--- src/hw/rtl/assert_macros.svh ---
// Assertion macros shared by the CSMA/CD station RTL.
// No dependencies; define ASSERT_OFF to compile the checks out.
`ifndef ASSERT_MACROS_SVH
`define ASSERT_MACROS_SVH
`ifndef ASSERT_OFF
// Check a property on every rising clock edge outside reset
`define ASSERT_CLK(label, clk, rstn, prop) \
    label: assert property (@(posedge clk) disable iff (!rstn) (prop)) \
        else $error("assertion failed");
// Check that a condition implies a consequence in the same cycle
`define ASSERT_IMPL(label, clk, rstn, ante, cons) \
    label: assert property (@(posedge clk) disable iff (!rstn) (ante) |-> (cons)) \
        else $error("assertion failed");
`else
`define ASSERT_CLK(label, clk, rstn, prop)
`define ASSERT_IMPL(label, clk, rstn, ante, cons)
`endif
`endif

--- src/hw/rtl/csmacd_pkg.sv ---
// Shared types and constants of the CSMA/CD station MAC.
// No dependencies; used by every module of the block.
package csmacd_pkg;

    // Configuration register indexes
    localparam logic [1:0] CFG_FRAME_LENGTH = 2'd0;
    localparam logic [1:0] CFG_SLOT_LENGTH  = 2'd1;
    localparam logic [1:0] CFG_JAM_LENGTH   = 2'd2;

    // Configuration reset values
    localparam logic [15:0] FRAME_LENGTH_RESET = 16'd8000;
    localparam logic [9:0]  SLOT_LENGTH_RESET  = 10'd512;
    localparam logic [7:0]  JAM_LENGTH_RESET   = 8'd32;

    // Backoff limits
    localparam logic [4:0] COLLISION_CAP = 5'd16;
    localparam logic [4:0] EXPONENT_CAP  = 5'd10;

    typedef struct packed {
        logic [15:0] frame_length_bits;
        logic [9:0]  slot_length_bits;
        logic [7:0]  jam_length_bits;
    } cfg_t;

    typedef struct packed {
        logic [1:0] new_frames;
        logic       channel_busy;
        logic       outside_collision;
        logic       persist_granted;
        logic [9:0] backoff_draw;
    } step_item_t;

    typedef struct packed {
        logic        sending;
        logic        jamming;
        logic        backing_off;
        logic        frame_delivered;
        logic [31:0] delivery_delay;
        logic [4:0]  queued_frames;
        logic [1:0]  dropped_frames;
        logic [4:0]  collision_count;
    } step_result_t;

    // Arrival queue control from the station core
    typedef struct packed {
        logic       push;
        logic [1:0] push_cnt;
        logic       pop;
    } fifo_ctl_t;

endpackage

--- src/hw/rtl/csmacd_arrival_fifo.sv ---
// Arrival-time queue: one memory entry per bit time with arrivals (time and count),
// plus a two-slot prefetch buffer that keeps the head time in registers. Uses csmacd_pkg.
`include "assert_macros.svh"

module csmacd_arrival_fifo #(
    parameter int QUEUE_DEPTH = 16
) (
    input  logic                  clk,
    input  logic                  rst_n,
    input  csmacd_pkg::fifo_ctl_t ctl,
    input  logic [31:0]           push_time,
    output logic [31:0]           head_time
);

    localparam int AW = (QUEUE_DEPTH > 1) ? $clog2(QUEUE_DEPTH) : 1;
    localparam int CW = $clog2(QUEUE_DEPTH + 1);
    localparam logic [AW-1:0] LAST_ADDR = AW'(QUEUE_DEPTH - 1);

    logic [33:0]   mem [QUEUE_DEPTH];
    logic [33:0]   rdata_reg;
    logic [AW-1:0] wr_ptr_reg, wr_ptr_next;
    logic [AW-1:0] rd_ptr_reg, rd_ptr_next;
    logic [CW-1:0] mem_count_reg, mem_count_next;
    logic          rd_pend_reg;
    logic [1:0]    buf_cnt_reg, buf_cnt_next;
    logic [31:0]   slot_time_reg [2];
    logic [31:0]   slot_time_next [2];
    logic [1:0]    slot_left_reg [2];
    logic [1:0]    slot_left_next [2];

    logic       pop_group;
    logic       issue;
    logic       direct;
    logic       mem_wr;
    logic [1:0] c1, c2;

    // Consume the head, then append read data and a bypassed push in order
    always_comb
    begin
        slot_time_next = slot_time_reg;
        slot_left_next = slot_left_reg;
        pop_group      = ctl.pop && (slot_left_reg[0] == 2'd1);
        c1             = buf_cnt_reg;
        if (pop_group)
        begin
            slot_time_next[0] = slot_time_reg[1];
            slot_left_next[0] = slot_left_reg[1];
            c1                = buf_cnt_reg - 2'd1;
        end
        else if (ctl.pop)
        begin
            slot_left_next[0] = slot_left_reg[0] - 2'd1;
        end
        c2 = c1;
        if (rd_pend_reg)
        begin
            slot_time_next[c1[0]] = rdata_reg[31:0];
            slot_left_next[c1[0]] = rdata_reg[33:32];
            c2                    = c1 + 2'd1;
        end
        issue  = (mem_count_reg != '0) && (c2 != 2'd2);
        direct = ctl.push && (mem_count_reg == '0) && (c2 != 2'd2);
        mem_wr = ctl.push && !direct;
        buf_cnt_next = c2;
        if (direct)
        begin
            slot_time_next[c2[0]] = push_time;
            slot_left_next[c2[0]] = ctl.push_cnt;
            buf_cnt_next          = c2 + 2'd1;
        end
        wr_ptr_next = wr_ptr_reg;
        if (mem_wr)
        begin
            wr_ptr_next = (wr_ptr_reg == LAST_ADDR) ? '0 : wr_ptr_reg + AW'(1);
        end
        rd_ptr_next = rd_ptr_reg;
        if (issue)
        begin
            rd_ptr_next = (rd_ptr_reg == LAST_ADDR) ? '0 : rd_ptr_reg + AW'(1);
        end
        mem_count_next = mem_count_reg + CW'(mem_wr) - CW'(issue);
    end

    // Hold pointers and buffer occupancy
    always_ff @(posedge clk or negedge rst_n)
    begin
        if (!rst_n)
        begin
            wr_ptr_reg    <= '0;
            rd_ptr_reg    <= '0;
            mem_count_reg <= '0;
            rd_pend_reg   <= 1'b0;
            buf_cnt_reg   <= 2'd0;
        end
        else
        begin
            wr_ptr_reg    <= wr_ptr_next;
            rd_ptr_reg    <= rd_ptr_next;
            mem_count_reg <= mem_count_next;
            rd_pend_reg   <= issue;
            buf_cnt_reg   <= buf_cnt_next;
        end
    end

    // Prefetch slots carry payload only
    always_ff @(posedge clk)
    begin
        slot_time_reg <= slot_time_next;
        slot_left_reg <= slot_left_next;
    end

    // Group memory: one write and one registered read per cycle
    always_ff @(posedge clk)
    begin
        if (mem_wr)
        begin
            mem[wr_ptr_reg] <= {ctl.push_cnt, push_time};
        end
        if (issue)
        begin
            rdata_reg <= mem[rd_ptr_reg];
        end
    end

    assign head_time = slot_time_reg[0];

    `ASSERT_IMPL(a_pop_has_head, clk, rst_n, ctl.pop, buf_cnt_reg != 2'd0)
    `ASSERT_IMPL(a_pend_has_room, clk, rst_n, rd_pend_reg, buf_cnt_reg != 2'd2)
    `ASSERT_IMPL(a_head_before_backlog, clk, rst_n, (mem_count_reg != '0) || rd_pend_reg, buf_cnt_reg != 2'd0)
    `ASSERT_CLK(a_buf_bounded, clk, rst_n, buf_cnt_reg != 2'd3)

endmodule

--- src/hw/rtl/csmacd_step_core.sv ---
// Station state and the single-pass step logic: arrivals, collision, countdowns,
// binary exponential backoff and frame start. Uses csmacd_pkg.
`include "assert_macros.svh"

module csmacd_step_core #(
    parameter int QUEUE_DEPTH = 16
) (
    input  logic                     clk,
    input  logic                     rst_n,
    input  logic                     step,
    input  csmacd_pkg::step_item_t   item,
    input  csmacd_pkg::cfg_t         cfg,
    input  logic [31:0]              head_time,
    output csmacd_pkg::fifo_ctl_t    fifo_ctl,
    output logic [31:0]              push_time,
    output csmacd_pkg::step_result_t result
);

    localparam int FW = $clog2(QUEUE_DEPTH + 1);

    typedef enum logic [1:0] {
        MODE_IDLE,
        MODE_SEND,
        MODE_JAM,
        MODE_BACKOFF
    } mode_t;

    mode_t       mode_reg, mode_a, mode_b, mode_c;
    logic [19:0] rem_reg, rem_a, rem_dec, rem_b, rem_c;
    logic [4:0]  coll_reg, coll_a, coll_b;
    logic [FW-1:0] fill_reg, fill_arr, fill_b;
    logic [31:0] clock_reg;
    logic [9:0]  phase_reg, phase_next;
    logic [10:0] phase_inc;

    logic [FW-1:0] room;
    logic [1:0]    acc;
    logic [1:0]    dropped;
    logic [3:0]    exp_m;
    logic [10:0]   mask;
    logic [9:0]    slots;
    logic [19:0]   backoff_bits;
    logic          deliver;
    logic [31:0]   fill_wide;

    // Compute one bit time of station behavior
    always_comb
    begin
        // queue the arrivals, drop what does not fit
        room    = FW'(QUEUE_DEPTH) - fill_reg;
        acc     = (room >= FW'(item.new_frames)) ? item.new_frames : room[1:0];
        dropped = item.new_frames - acc;
        fill_arr = fill_reg + FW'(acc);

        // collision on own transmission starts the jam
        mode_a = mode_reg;
        rem_a  = rem_reg;
        coll_a = coll_reg;
        if ((mode_reg == MODE_SEND) && (item.channel_busy || item.outside_collision))
        begin
            mode_a = MODE_JAM;
            rem_a  = 20'(cfg.jam_length_bits);
            if (coll_reg < csmacd_pkg::COLLISION_CAP)
            begin
                coll_a = coll_reg + 5'd1;
            end
        end

        // backoff window from the low bits of the draw
        exp_m = (coll_a < csmacd_pkg::EXPONENT_CAP) ? coll_a[3:0]
                                                    : csmacd_pkg::EXPONENT_CAP[3:0];
        mask  = (11'd1 << exp_m) - 11'd1;
        slots = item.backoff_draw & mask[9:0];
        backoff_bits = 20'(slots) * 20'(cfg.slot_length_bits);

        // run down jam, backoff or transmission
        rem_dec = (rem_a != 20'd0) ? rem_a - 20'd1 : 20'd0;
        mode_b  = mode_a;
        rem_b   = rem_a;
        coll_b  = coll_a;
        fill_b  = fill_arr;
        deliver = 1'b0;
        unique case (mode_a)
            MODE_JAM:
            begin
                rem_b = rem_dec;
                if (rem_dec == 20'd0)
                begin
                    mode_b = MODE_BACKOFF;
                    rem_b  = backoff_bits;
                end
            end
            MODE_BACKOFF:
            begin
                rem_b = rem_dec;
                if (rem_dec == 20'd0)
                begin
                    mode_b = MODE_IDLE;
                end
            end
            MODE_SEND:
            begin
                rem_b = rem_dec;
                if (rem_dec == 20'd0)
                begin
                    mode_b = MODE_IDLE;
                    if (fill_arr != '0)
                    begin
                        deliver = 1'b1;
                        fill_b  = fill_arr - FW'(1);
                    end
                    coll_b = 5'd0;
                end
            end
            MODE_IDLE:
            begin
                rem_b = rem_a;
            end
            default:
            begin
                rem_b = rem_a;
            end
        endcase

        // start a frame on a slot boundary with a free channel
        mode_c = mode_b;
        rem_c  = rem_b;
        if ((mode_b == MODE_IDLE) && !item.channel_busy && (phase_reg == 10'd0) &&
            (fill_b != '0) && item.persist_granted)
        begin
            mode_c = MODE_SEND;
            rem_c  = 20'(cfg.frame_length_bits);
        end

        // advance the slot phase
        phase_inc  = 11'(phase_reg) + 11'd1;
        phase_next = (phase_inc >= 11'(cfg.slot_length_bits)) ? 10'd0 : phase_inc[9:0];

        fill_wide = 32'(fill_b);
    end

    // Drive the arrival queue
    always_comb
    begin
        fifo_ctl.push     = step && (acc != 2'd0);
        fifo_ctl.push_cnt = acc;
        fifo_ctl.pop      = step && deliver;
    end
    assign push_time = clock_reg;

    // Assemble the result of this step
    always_comb
    begin
        result.sending         = (mode_c == MODE_SEND);
        result.jamming         = (mode_c == MODE_JAM);
        result.backing_off     = (mode_c == MODE_BACKOFF);
        result.frame_delivered = deliver;
        result.delivery_delay  = deliver ? (clock_reg - head_time) : 32'd0;
        result.queued_frames   = fill_wide[4:0];
        result.dropped_frames  = dropped;
        result.collision_count = coll_b;
    end

    // Hold station state; advance once per transaction
    always_ff @(posedge clk or negedge rst_n)
    begin
        if (!rst_n)
        begin
            mode_reg  <= MODE_IDLE;
            rem_reg   <= 20'd0;
            coll_reg  <= 5'd0;
            fill_reg  <= '0;
            clock_reg <= 32'd0;
            phase_reg <= 10'd0;
        end
        else if (step)
        begin
            mode_reg  <= mode_c;
            rem_reg   <= rem_c;
            coll_reg  <= coll_b;
            fill_reg  <= fill_b;
            clock_reg <= clock_reg + 32'd1;
            phase_reg <= phase_next;
        end
    end

    `ASSERT_IMPL(a_jam_after_collision, clk, rst_n, mode_reg == MODE_JAM, coll_reg != 5'd0)
    `ASSERT_IMPL(a_send_has_frame, clk, rst_n, mode_reg == MODE_SEND, fill_reg != '0)
    `ASSERT_IMPL(a_delivery_ends_send, clk, rst_n, step && deliver, mode_reg == MODE_SEND)

endmodule

--- src/hw/rtl/csma_cd_station_mac_unit.sv ---
// CSMA/CD station MAC, one bit time per input transaction.
// The input transaction is captured in an input register and the step result in a result
// register, so each result passes through both registers before it is offered.
// Throughput: one transaction per cycle while no result waits to be taken; the step logic
// and the arrival queue's memory port each handle one bit time per cycle.
// Reset (rst_n, asynchronous, active low): station idle, queue empty, clocks zero,
// configuration at frame 8000, slot 512, jam 32 bit times; no clearing pass.
module csma_cd_station_mac_unit #(
    parameter int QUEUE_DEPTH = 16
) (
    input  logic        clk,
    input  logic        rst_n,
    // configuration write port
    input  logic        cfg_wen,
    input  logic [1:0]  cfg_index,
    input  logic [15:0] cfg_wdata,
    // input stream
    input  logic        s_axis_tvalid,
    output logic        s_axis_tready,
    // new_frames[1:0], channel_busy[2], outside_collision[3], persist_granted[4],
    // backoff_draw[14:5], zero[15]
    input  logic [15:0] s_axis_tdata,
    // result stream
    output logic        m_axis_tvalid,
    input  logic        m_axis_tready,
    // sending[0], jamming[1], backing_off[2], frame_delivered[3],
    // delivery_delay[35:4], queued_frames[40:36], dropped_frames[42:41],
    // collision_count[47:43]
    output logic [47:0] m_axis_tdata
);

    csmacd_pkg::cfg_t         cfg_reg;
    csmacd_pkg::step_item_t   in_item_reg;
    logic                     in_valid_reg;
    logic                     out_valid_reg;
    csmacd_pkg::step_result_t out_data_reg;
    csmacd_pkg::step_result_t result;
    csmacd_pkg::fifo_ctl_t    fifo_ctl;
    logic [31:0]              push_time;
    logic [31:0]              head_time;
    logic                     advance;
    logic                     step;

    // Write configuration registers; ignore unknown indexes
    always_ff @(posedge clk or negedge rst_n)
    begin
        if (!rst_n)
        begin
            cfg_reg.frame_length_bits <= csmacd_pkg::FRAME_LENGTH_RESET;
            cfg_reg.slot_length_bits  <= csmacd_pkg::SLOT_LENGTH_RESET;
            cfg_reg.jam_length_bits   <= csmacd_pkg::JAM_LENGTH_RESET;
        end
        else if (cfg_wen)
        begin
            case (cfg_index)
                csmacd_pkg::CFG_FRAME_LENGTH: cfg_reg.frame_length_bits <= cfg_wdata;
                csmacd_pkg::CFG_SLOT_LENGTH:  cfg_reg.slot_length_bits  <= cfg_wdata[9:0];
                csmacd_pkg::CFG_JAM_LENGTH:   cfg_reg.jam_length_bits   <= cfg_wdata[7:0];
                default:
                begin
                end
            endcase
        end
    end

    // Stall the step while a result waits to be taken
    assign advance       = !out_valid_reg || m_axis_tready;
    assign step          = in_valid_reg && advance;
    assign s_axis_tready = advance || !in_valid_reg;
    assign m_axis_tvalid = out_valid_reg;

    // Hold stage valid flags
    always_ff @(posedge clk or negedge rst_n)
    begin
        if (!rst_n)
        begin
            in_valid_reg  <= 1'b0;
            out_valid_reg <= 1'b0;
        end
        else
        begin
            if (s_axis_tvalid && s_axis_tready)
            begin
                in_valid_reg <= 1'b1;
            end
            else if (step)
            begin
                in_valid_reg <= 1'b0;
            end
            if (advance)
            begin
                out_valid_reg <= in_valid_reg;
            end
        end
    end

    // Capture the input transaction and the result
    always_ff @(posedge clk)
    begin
        if (s_axis_tvalid && s_axis_tready)
        begin
            in_item_reg.new_frames        <= s_axis_tdata[1:0];
            in_item_reg.channel_busy      <= s_axis_tdata[2];
            in_item_reg.outside_collision <= s_axis_tdata[3];
            in_item_reg.persist_granted   <= s_axis_tdata[4];
            in_item_reg.backoff_draw      <= s_axis_tdata[14:5];
        end
        if (step)
        begin
            out_data_reg <= result;
        end
    end

    csmacd_step_core #(
        .QUEUE_DEPTH (QUEUE_DEPTH)
    ) u_core (
        .clk       (clk),
        .rst_n     (rst_n),
        .step      (step),
        .item      (in_item_reg),
        .cfg       (cfg_reg),
        .head_time (head_time),
        .fifo_ctl  (fifo_ctl),
        .push_time (push_time),
        .result    (result)
    );

    csmacd_arrival_fifo #(
        .QUEUE_DEPTH (QUEUE_DEPTH)
    ) u_fifo (
        .clk       (clk),
        .rst_n     (rst_n),
        .ctl       (fifo_ctl),
        .push_time (push_time),
        .head_time (head_time)
    );

    // Pack the result fields
    assign m_axis_tdata = {out_data_reg.collision_count,
                           out_data_reg.dropped_frames,
                           out_data_reg.queued_frames,
                           out_data_reg.delivery_delay,
                           out_data_reg.frame_delivered,
                           out_data_reg.backing_off,
                           out_data_reg.jamming,
                           out_data_reg.sending};

endmodule

--- config.mk ---
export PLATFORM = sky130hd
export DESIGN_NAME = csma_cd_station_mac_unit
export DESIGN_NICKNAME = d
export VERILOG_FILES = /design/src/hw/rtl/csmacd_pkg.sv /design/src/hw/rtl/csmacd_arrival_fifo.sv /design/src/hw/rtl/csmacd_step_core.sv /design/src/hw/rtl/csma_cd_station_mac_unit.sv
export VERILOG_INCLUDE_DIRS = /design/src /design/src/hw/rtl
export SDC_FILE = /design/constraint.sdc
export NUM_CORES = 1
export LEC_CHECK = 0
export ABC_AREA = 1
export BUFFER_PORTS_ARGS = -buffer_cell sky130_fd_sc_hd__buf_2
export CAP_MARGIN = 20
export CORE_MARGIN = 2
export CORE_UTILIZATION = 57
export CTS_CLUSTER_DIAMETER = 100
export DETAILED_ROUTE_END_ITERATION = 8
export PLACE_DENSITY = 0.8
export SLEW_MARGIN = 10
export SYNTH_ARGS = -nofsm -noshare
export SYNTH_HDL_FRONTEND = slang
export SYNTH_HIERARCHICAL = 1
export SYNTH_SLANG_ARGS = --single-unit
--- constraint.sdc ---
create_clock -name clk -period 8.2 [get_ports clk]
set_input_delay 0.41 -clock clk [delete_from_list [all_inputs] [get_ports clk]]
set_output_delay 0.41 -clock clk [all_outputs]
set_load 0.01 [all_outputs]
# Word level (Yosys, flattened, before mapping)
# Memories as Yosys holds them, arrays and structs flattened. A register that Yosys moved wholly into a read port is not among the register bits.
# Index checks and enable logic that the tools add are counted.
[totals]
register_bits = 257
latch_bits = 0
ram_bits = 544
romBits = 0
input_bits = 39
out_inout_bits = 50
mem_count = 1
[memory_table]
columns = ["memory", "depth", "word_bits", "read_ports", "rd_ports_with_merged_regs", "wr", "line_no", "rtl"]
rows = [
  ["u_fifo.mem", 16, 34, 1, 1, 1, "csmacd_arrival_fifo.sv:19", "logic [33:0] mem [QUEUE_DEPTH];"],
]
[classes]
addsub = 18
multipliers = 1
div = 0
n_lt_le_gt_ge = 8
eq_ne = 13
shift = 1
muxes = 51
n_bitwise = 3
n_reduce_logical = 39
[op_table]
columns = ["cell", "n"]
rows = [
  ["bitwise mux 64 bit", 2],
  ["two-way mux 64 bit", 2],
  ["two-way mux 32 bit", 3],
  ["two-way mux 20 bit", 4],
  ["demux 32 bit (select 1 bit)", 2],
  ["one-hot mux 20 bit (3 select lines)", 1],
  ["two-way mux 5 bit", 7],
  ["adder 32 x 1 -> 32 bit, second input constant", 1],
  ["subtractor 32 bit", 1],
  ["two-way mux 2 bit", 12],
  ["logical NOT 20 bit", 1],
  ["multiplier 10 x 10 -> 20 bit", 1],
  ["two-way mux 4 bit", 5],
  ["nonzero test 20 bit", 1],
  ["subtractor 20 x 1 -> 20 bit, second input constant", 1],
  ["logical AND 1 bit", 16],
  ["nonzero test 5 bit", 3],
  ["adder 10 x 1 -> 11 bit, second input constant", 1],
  ["greater-or-equal comparator 11 x 10 -> 1 bit", 1],
  ["bitwise AND 10 bit", 1],
  ["equality test 2 x 1 -> 1 bit, second input constant", 5],
  ["equality test 2 bit, second input constant", 5],
  ["logical NOT 10 bit", 1],
  ["two-way mux 10 bit", 1],
  ["31 further kinds", 56],
]

# Longest topological paths before layout
# Gate-level depths: netlist of run 1.
[depth]
ltp_word = 20
mapped_depth = 48

# By module
# The synthesis of run 1 kept the hierarchy.
[modules_own_cells]
columns = ["mod", "instances", "cells_per_inst", "area_each_um2"]
rows = [
  ["csmacd_arrival_fifo", 1, 2607, 27496.4],
  ["csmacd_step_core", 1, 1610, 11005.6],
  ["csma_cd_station_mac_unit", 1, 225, 3390.8],
]

# Least setup slack after synthesis of run 1
# OpenSTA, ideal clock, no wires.
[synth_timing]
kind = "reg-to-reg"
startpoint = "register u_core.fill_reg[1]"
endpoint = "register u_fifo.mem_count_reg[4]"
setup_time_ns = 0.079
arrival_time_ns = 8.653
required_time_ns = 8.121
setup_slack_ns = -0.532
path_stages_with_launch = 35
n_path_buf = 3
synth_period_minus_slack_ns = 8.732
cell_sequence = "dfrtp_1 > inv_1 > ha_1 > ha_1 > a21oi_1 > nand3_1 > o21ai_0 > ha_1 > inv_1 > fa_1 > inv_1 > nand3_1 > xor2_1 > nand3_1 > nand4_1 > buf_4 > clkbuf_1 > nor2_1 > nand2_2 > nand2_2 > nand3_2 > buf_2 > inv_4 > nand2_1 > and2_1 > ha_1 > a21oi_1 > ha_1 > inv_1 > ha_1 > fa_1 > a21oi_1 > nor2_1 > nor2_1 > xor2_1"
[synth_lines]
columns = ["item", "line_no", "rtl"]
rows = [
  ["start: declaration", "csmacd_step_core.sv:31", "logic [FW-1:0] fill_reg, fill_arr, fill_b;"],
  ["start signal: assignment", "csmacd_step_core.sv:181", "fill_reg <= fill_b;"],
  ["end signal: assignment", "csmacd_arrival_fifo.sv:99", "mem_count_reg <= mem_count_next;"],
  ["end: declaration", "csmacd_arrival_fifo.sv:23", "logic [CW-1:0] mem_count_reg, mem_count_next;"],
]

# Worst setup path after layout of run 1
[layout_timing]
startpoint = "register u_core.mode_reg[1]"
endpoint = "register u_core.rem_reg[19]"
[layout_via]
elab_chain_cells = 14
elab_cells_between_ends = 34
[layout_rtl]
columns = ["item", "line_no", "rtl"]
rows = [
  ["start: declaration", "csmacd_step_core.sv:28", "mode_t mode_reg, mode_a, mode_b, mode_c;"],
  ["start signal: assignment", "csmacd_step_core.sv:178", "mode_reg <= mode_c;"],
  ["branches (longest 13 deep; another with multiplier 10 x 10 -> 20 bit)", "-", ""],
  ["two-way mux 20 bit (*)", "csmacd_step_core.sv:128", "if ((mode_b == MODE_IDLE) && !item.channel_busy && (phase_reg == 10'd0) &&"],
  ["end signal: assignment", "csmacd_step_core.sv:179", "rem_reg <= rem_c;"],
  ["end: declaration", "csmacd_step_core.sv:29", "logic [19:0] rem_reg, rem_a, rem_dec, rem_b, rem_c;"],
]
# Mark *: on every way between the ends.
# A chain may end at the register's enable or synchronous reset.

==> results of run 1 <==
==> Yosys cell counts, types with 4 or more instances <==
cell type	count
o21ai_1	10
o21ai_0	178
xnor2_1	27
buf_6	9
dfrtp_1	118
nand3b_1	6
nor3_1	16
edfxtp_1	641
inv_2	5
inv_1	344
a21o_1	6
xor2_1	55
dfstp_2	8
ha_1	123
a31oi_1	12
nand4_1	57
o211ai_1	35
clkbuf_1	60
nor2_2	7
nand3_1	312
nand2_2	18
a21oi_1	150
nor2_4	8
nand3_2	9
nor2_1	479
a211oi_1	4
nand2_1	1384
nor4_1	5
buf_2	87
a21boi_0	4
buf_1	10
dfxtp_1	68
o21a_1	9
fa_1	65
clkinv_1	17
o21bai_1	6
buf_4	45
nor3b_1	4
o22ai_1	15
==> through the flow <==
step                hold WS (ns)  utilization
floorplan                  0.114            -
global placement           0.454        0.591
detailed placement         0.457        0.591
CTS                       0.0288        0.632
global route              0.0432        0.633
finish                    0.0525        0.633
==> routing by layer <==
metal | GRT usage | share of wire
met1 | 0.356 | 0.38
met4 | 0.141 | 0.052
met3 | 0.0381 | 0.082
met5 | 0 | 0
met2 | 0.489 | 0.49
==> critical path: cells and delay by family, from the launching register on <==
family,cells,cell delay (ns)
flops,1,0.45
buf+inv,9,0.63
xor+xnor,2,0.43
compound gates,6,0.92
simple gates,19,2.02
fa+ha+maj,7,3.06
==> repair_timing <==
| item | in CTS | in global routing |
|---|---|---|
| hold buffers | 23 | 0 |
| resized for setup | 0 | 4 |
| buffers inserted | 0 | 1 |
| endpoints found under the hold margin | 100 | 0 |
| setup endpoints to repair | 0 | 11 |
==> how the worst max path moves through the flow <==
stage	start	to	depth (start not counted)
2_1_floorplan	u_core/fill_reg[1]	u_fifo/mem_count_reg[4]	34
3_3_place_gp	u_core/mode_reg[1]	u_core/rem_reg[19]	43
3_5_place_dp	u_core/mode_reg[1]	u_core/rem_reg[19]	43
4_1_cts	u_core/mode_reg[1]	u_core/rem_reg[19]	43
5_1_grt	in_item_reg[12]	u_core/rem_reg[19]	44
6_report	u_core/mode_reg[1]	u_core/rem_reg[19]	43
==> final cells by class <==
cell class	instances	area, sq um	share of cell area
Clock buffer	119	2360	0.0511
Clock inverter	40	399	0.00866
Inverter	367	1390	0.0301
Multi-Input combinational cell	3029	15800	0.342
Sequential cell	835	23800	0.516
Tap cell	959	1200	0.0260
Timing Repair Buffer	167	1210	0.0262
==> kinds of logic (layout without fill, tap and decap cells) <==
kind of cell,Yosys count,after routing,share of synthesized area
AO/OA/AOI/OAI,444,444,0.0593
XOR/XNOR,82,82,0.0171
adder cells (fa/ha/maj),188,188,0.0678
buffers and inverters,578,693,0.0601
flip-flops,835,835,0.567
AND/OR/NAND/NOR,2315,2315,0.228
==> power groups by stage <==
stage	clock network (mW)	registers, mW	logic [mW]
floorplan	0	5.34	3.19
global placement	0	5.47	4.33
detailed placement	0	5.48	4.45
CTS	3.83	5.40	4.49
global route	3.98	5.44	5.10
finish	3.79	5.40	4.56
==> impl_metrics.toml, run 1 <==
[power]
seq_power_share = 0.393
switching_power_mw = 5.06
p_per_area_mw_per_mm2 = 299
p_leak_nw = 19.1
p_clk_frac = 0.276
max-vdd-ir-drop_mv = 0.259
combPwrFrac = 0.332
power.total_mw = 13.8
power.internal_mw = 8.70
swShare = 0.367

[cts]
cts_tree = "built"
clk_pin_slew_ns = 0.06
numCtsBuffers = 85
clock_latency_ns = 0.65
cts_root_buf = "clkbuf_16"
clk_path_buf_depth = 3
htree_num_levels = 3
numClockSinks = 835

[sta]
drv_slew = 0
finalCritPeriodShare = 0.932
relSlewSlack = 0.294
period_minus_slack_ns = 7.64
skew_ns = 0.0355
finalSetupViolations = 0
timing.final.ws_setup_ns = 0.559
max_freq_mhz = 131
finalSetupTns_ns = 0
worst_pin_slew_ns = 1.06
hold_violations = 0

[global_routing]
overflow = 0
grt_pass1_wl_mm = 167
grt_antenna_before_repair = 0
grt_max_degree = 155
grt_pass1_vias = 31100
grt_usage = 0.285

[setup_path]
arrival_ns = 8.16
crit_type = "flop to flop"
r2r-end = "u_core/rem_reg[19]"
cp_data_required_time_ns = 8.72
critical_path.max_fanout = 7
cp_slowest_cell = "fa_1"
r2r_start = "u_core/mode_reg[1]"
crit_top_cell = "inv_1"
end_kind = "flop"
rr_worst_depth = 43
slowest_delay_ns = 0.56
r2r_setup_slack_ns = 0.56
startpoint_type = "flop"

[place]
dp_slack_ns = 0.245
dp.cells = 5332
routabilityCongestion = 0.924
portBuffers = 87
dpl.hpwl_mm = 65.5
placed_cell_area_sq_mm = 0.0431

[yosys]
seq_area_frac_synth = 0.567
yosys_warnings = 6
syn_nets = 4669
synth-main-ff-cell = "edfxtp_1"
synth_top_area_share = 0.459
synthArstFlopShare = 0.151
ys_seq_elements = 835
synth_edf_count = 641
syn_inst = 4442
synth_area_per_cell_sq_um = 9.43
synth_cell_type_count = 59
ys_top_cells_by_area = "edfxtp_1 (46%), nand2_1 (12%), dfrtp_1 (7.0%)"
yosys.area.top_type = "edfxtp_1"
netlist_area_sq_mm = 0.0419

[routing]
num_vias = 31900
drt-wirelength-per-cell_um = 19.6
wl_mm = 108
drt-initial-drc-count = 3696
avgViaCountPerCell = 5.78
drtAntennaViolNets = 0
drc = 0
first_pass_iters = 6

[floorplanning]
die-area_sq_mm = 0.0757
coreArea_sq_mm = 0.0728
initial_utilization = 0.575
die_x_um = 275
num_io_pins = 89
die_y_um = 275
rows = 99

[worst_hold_path]
holdCritStartpoint = "cfg_wdata[8]"
hold-path-endpoint = "cfg_reg[26]"
min_path_type = "input pin to flop"
worstHoldPathCells = 3

[job]
cap_violations = 0

[final_layout]
final_cell_mix = "nand2_1 (1383), edfxtp_1 (641), nor2_1 (462), inv_1 (342), nand3_1 (312)"
num-nets-final = 4712
largest_register_ffs = 544
syn_to_final_growth_pct = 10.0
final_common_cell = "nand2_1"
n_fill_cell = 5528
n_antenna_cell = 0
final_cells = 5516
final_area_sq_mm = 0.0461
drive_gt1_frac = 0.0786
top_register = "u_fifo/mem"

[run_status]
status = "finished, final reports clean"
Power figures use the tool's default switching activity.
==> run 2: changes to the inputs <==
CORE_MARGIN = 3   (was 2)
==> run 2 against run 1 <==
Final cell count fell by 0.22%. Utilization rose by 0.53 points. Clock-buffer cell count rose by 2. Critical path depth fell by 15. Non-clock buffer count fell by 1. Sequential power barely moved. Wire length rose by 0.88%. Clock skew rose by 0.0078 ns. Worst hold slack got worse by 0.0086 ns. Combinational power fell by 2%. Largest cell class unchanged. Largest power group unchanged.
==> impl_metrics.toml, run 2 (synthesis results as in run 1) <==
[sta]
finalCritPeriodShare = 0.929
max_freq_mhz = 131
relSlewSlack = 0.272
grt_setup_unrepaired = "false"
worst_pin_slew_ns = 1.09
hold_violations = 0
timing.final.ws_setup_ns = 0.582
finalSetupTns_ns = 0
skew_ns = 0.0433
finalSetupViolations = 0
drv_slew = 0
period_minus_slack_ns = 7.62

[floorplanning]
rows = 98
num_io_pins = 89
coreArea_sq_mm = 0.0721
die_y_um = 277
initial_utilization = 0.581
die_x_um = 277
die-area_sq_mm = 0.0768

[final_layout]
largest_register_ffs = 544
n_antenna_cell = 0
final_common_cell = "nand2_1"
top_register = "u_fifo/mem"
final_cell_mix = "nand2_1 (1384), edfxtp_1 (641), nor2_1 (462), inv_1 (342), nand3_1 (312)"
drive_gt1_frac = 0.0773
syn_to_final_growth_pct = 9.81
num-nets-final = 4711

[setup_path]
critical_path.max_fanout = 34
crit_top_cell = "nor2_4"
cp_slowest_cell = "nor2_4"
cp_data_required_time_ns = 8.46
slowest_delay_ns = 0.58
startpoint_type = "flop"
arrival_ns = 7.88
crit_type = "flop to flop"
end_kind = "flop"

[cts]
cts_tree = "built"
numClockSinks = 835
numCtsBuffers = 85
clk_pin_slew_ns = 0.06
clock_latency_ns = 0.66
htree_num_levels = 3
cts_root_buf = "clkbuf_16"
clk_path_buf_depth = 3

[place]
routabilityCongestion = 0.933
dpl.hpwl_mm = 66.3
dp_slack_ns = 0.298
portBuffers = 87

[global_routing]
overflow = 0
grt_pass1_vias = 31200
grt_max_degree = 153
grt_pass1_wl_mm = 169
grt_antenna_before_repair = 0
grt_usage = 0.279

[routing]
drc = 0
avgViaCountPerCell = 5.80
first_pass_iters = 6
num_vias = 31900
drt-wirelength-per-cell_um = 19.8
drt-initial-drc-count = 3334
drtAntennaViolNets = 0
wl_mm = 109

[power]
max-vdd-ir-drop_mv = 0.262
p_per_area_mw_per_mm2 = 297
p_leak_nw = 19.1

[worst_hold_path]
min_path_type = "input pin to flop"

[run_status]
status = "finished, final reports clean"

[job]
cap_violations = 0
==> run 2: cell count changes in the layout (fill, tap and decap cells not counted), sizes merged <==
cell      delta
clkbuf       +2
buf          -1
clkinv       -5
inv          +3
clkinvlp     -1
bufinv       -1
==> run 2: layout make-up <==
type / instances / area [sq um]
well taps: 950 / 1190
fillers: 5427 / 26100
multi-input cells: 3029 / 15800
clock inverters: 36 / 390
flip-flops and latches: 835 / 23800
inverters: 367 / 1390
repair buffers: 166 / 1150
clock buffers: 121 / 2350
==> run 2: path summary, 6_finish.rpt <==
path	startpoint	end	slack, ns	depth (start not counted)
max reg2reg	u_core/mode_reg[0]	u_fifo/mem[6][26]	0.58	28
max in group asynchronous	rst_n	u_fifo/rd_ptr_reg[0]	6.44	3
min reg2reg	cfg_reg[28]	cfg_reg[28]	0.46	2
max	u_core/mode_reg[0]	u_fifo/mem[6][26]	0.58	28
min	cfg_wdata[6]	cfg_reg[24]	0.04	3
min in group asynchronous	rst_n	u_core/phase_reg[6]	0.36	2
==> run 2: repair_timing <==
action                                 in CTS  in global routing
resized for setup                           0                  3
setup buffers                               0                  2
hold buffers                               23                  0
setup endpoints to repair                   0                  9
endpoints found under the hold margin      80                  0
==> run 2: per-layer routing <==
layer,vias up,global-route usage,wire [um]
met5,-,0,0
met4,0,0.157,6400
met3,327,0.0415,8740
met2,1608,0.472,53000
met1,15200,0.346,40700
li1,14800,-,-
==> run 2: worst max-delay path: cells and delay by family, from the launching register on <==
family	cells	cell delay, ns
compound gates	1	0.41
flops	1	0.40
fa+ha+maj	2	0.51
simple gates	19	4.36
buf+inv	6	1.48
==> run 2: power by group <==
group          switching [mW]  internal [mW]
combinational            2.99           1.50
sequential              0.361           5.04
clock                    1.65           2.12
total                    5.00           8.66
==> run 2: through the flow <==
stage	power, mW	utilization	cells	cell area, sq um	hold slack [ns]
floorplan	8.54	-	4442	41900	0.114
global placement	9.74	0.596	5321	43000	0.453
detailed placement	9.85	0.596	5321	43000	0.456
CTS	13.7	0.637	5501	46000	0.00635
global route	14.4	0.638	5504	46000	0.0304
finish	13.7	0.638	5504	46000	0.0438
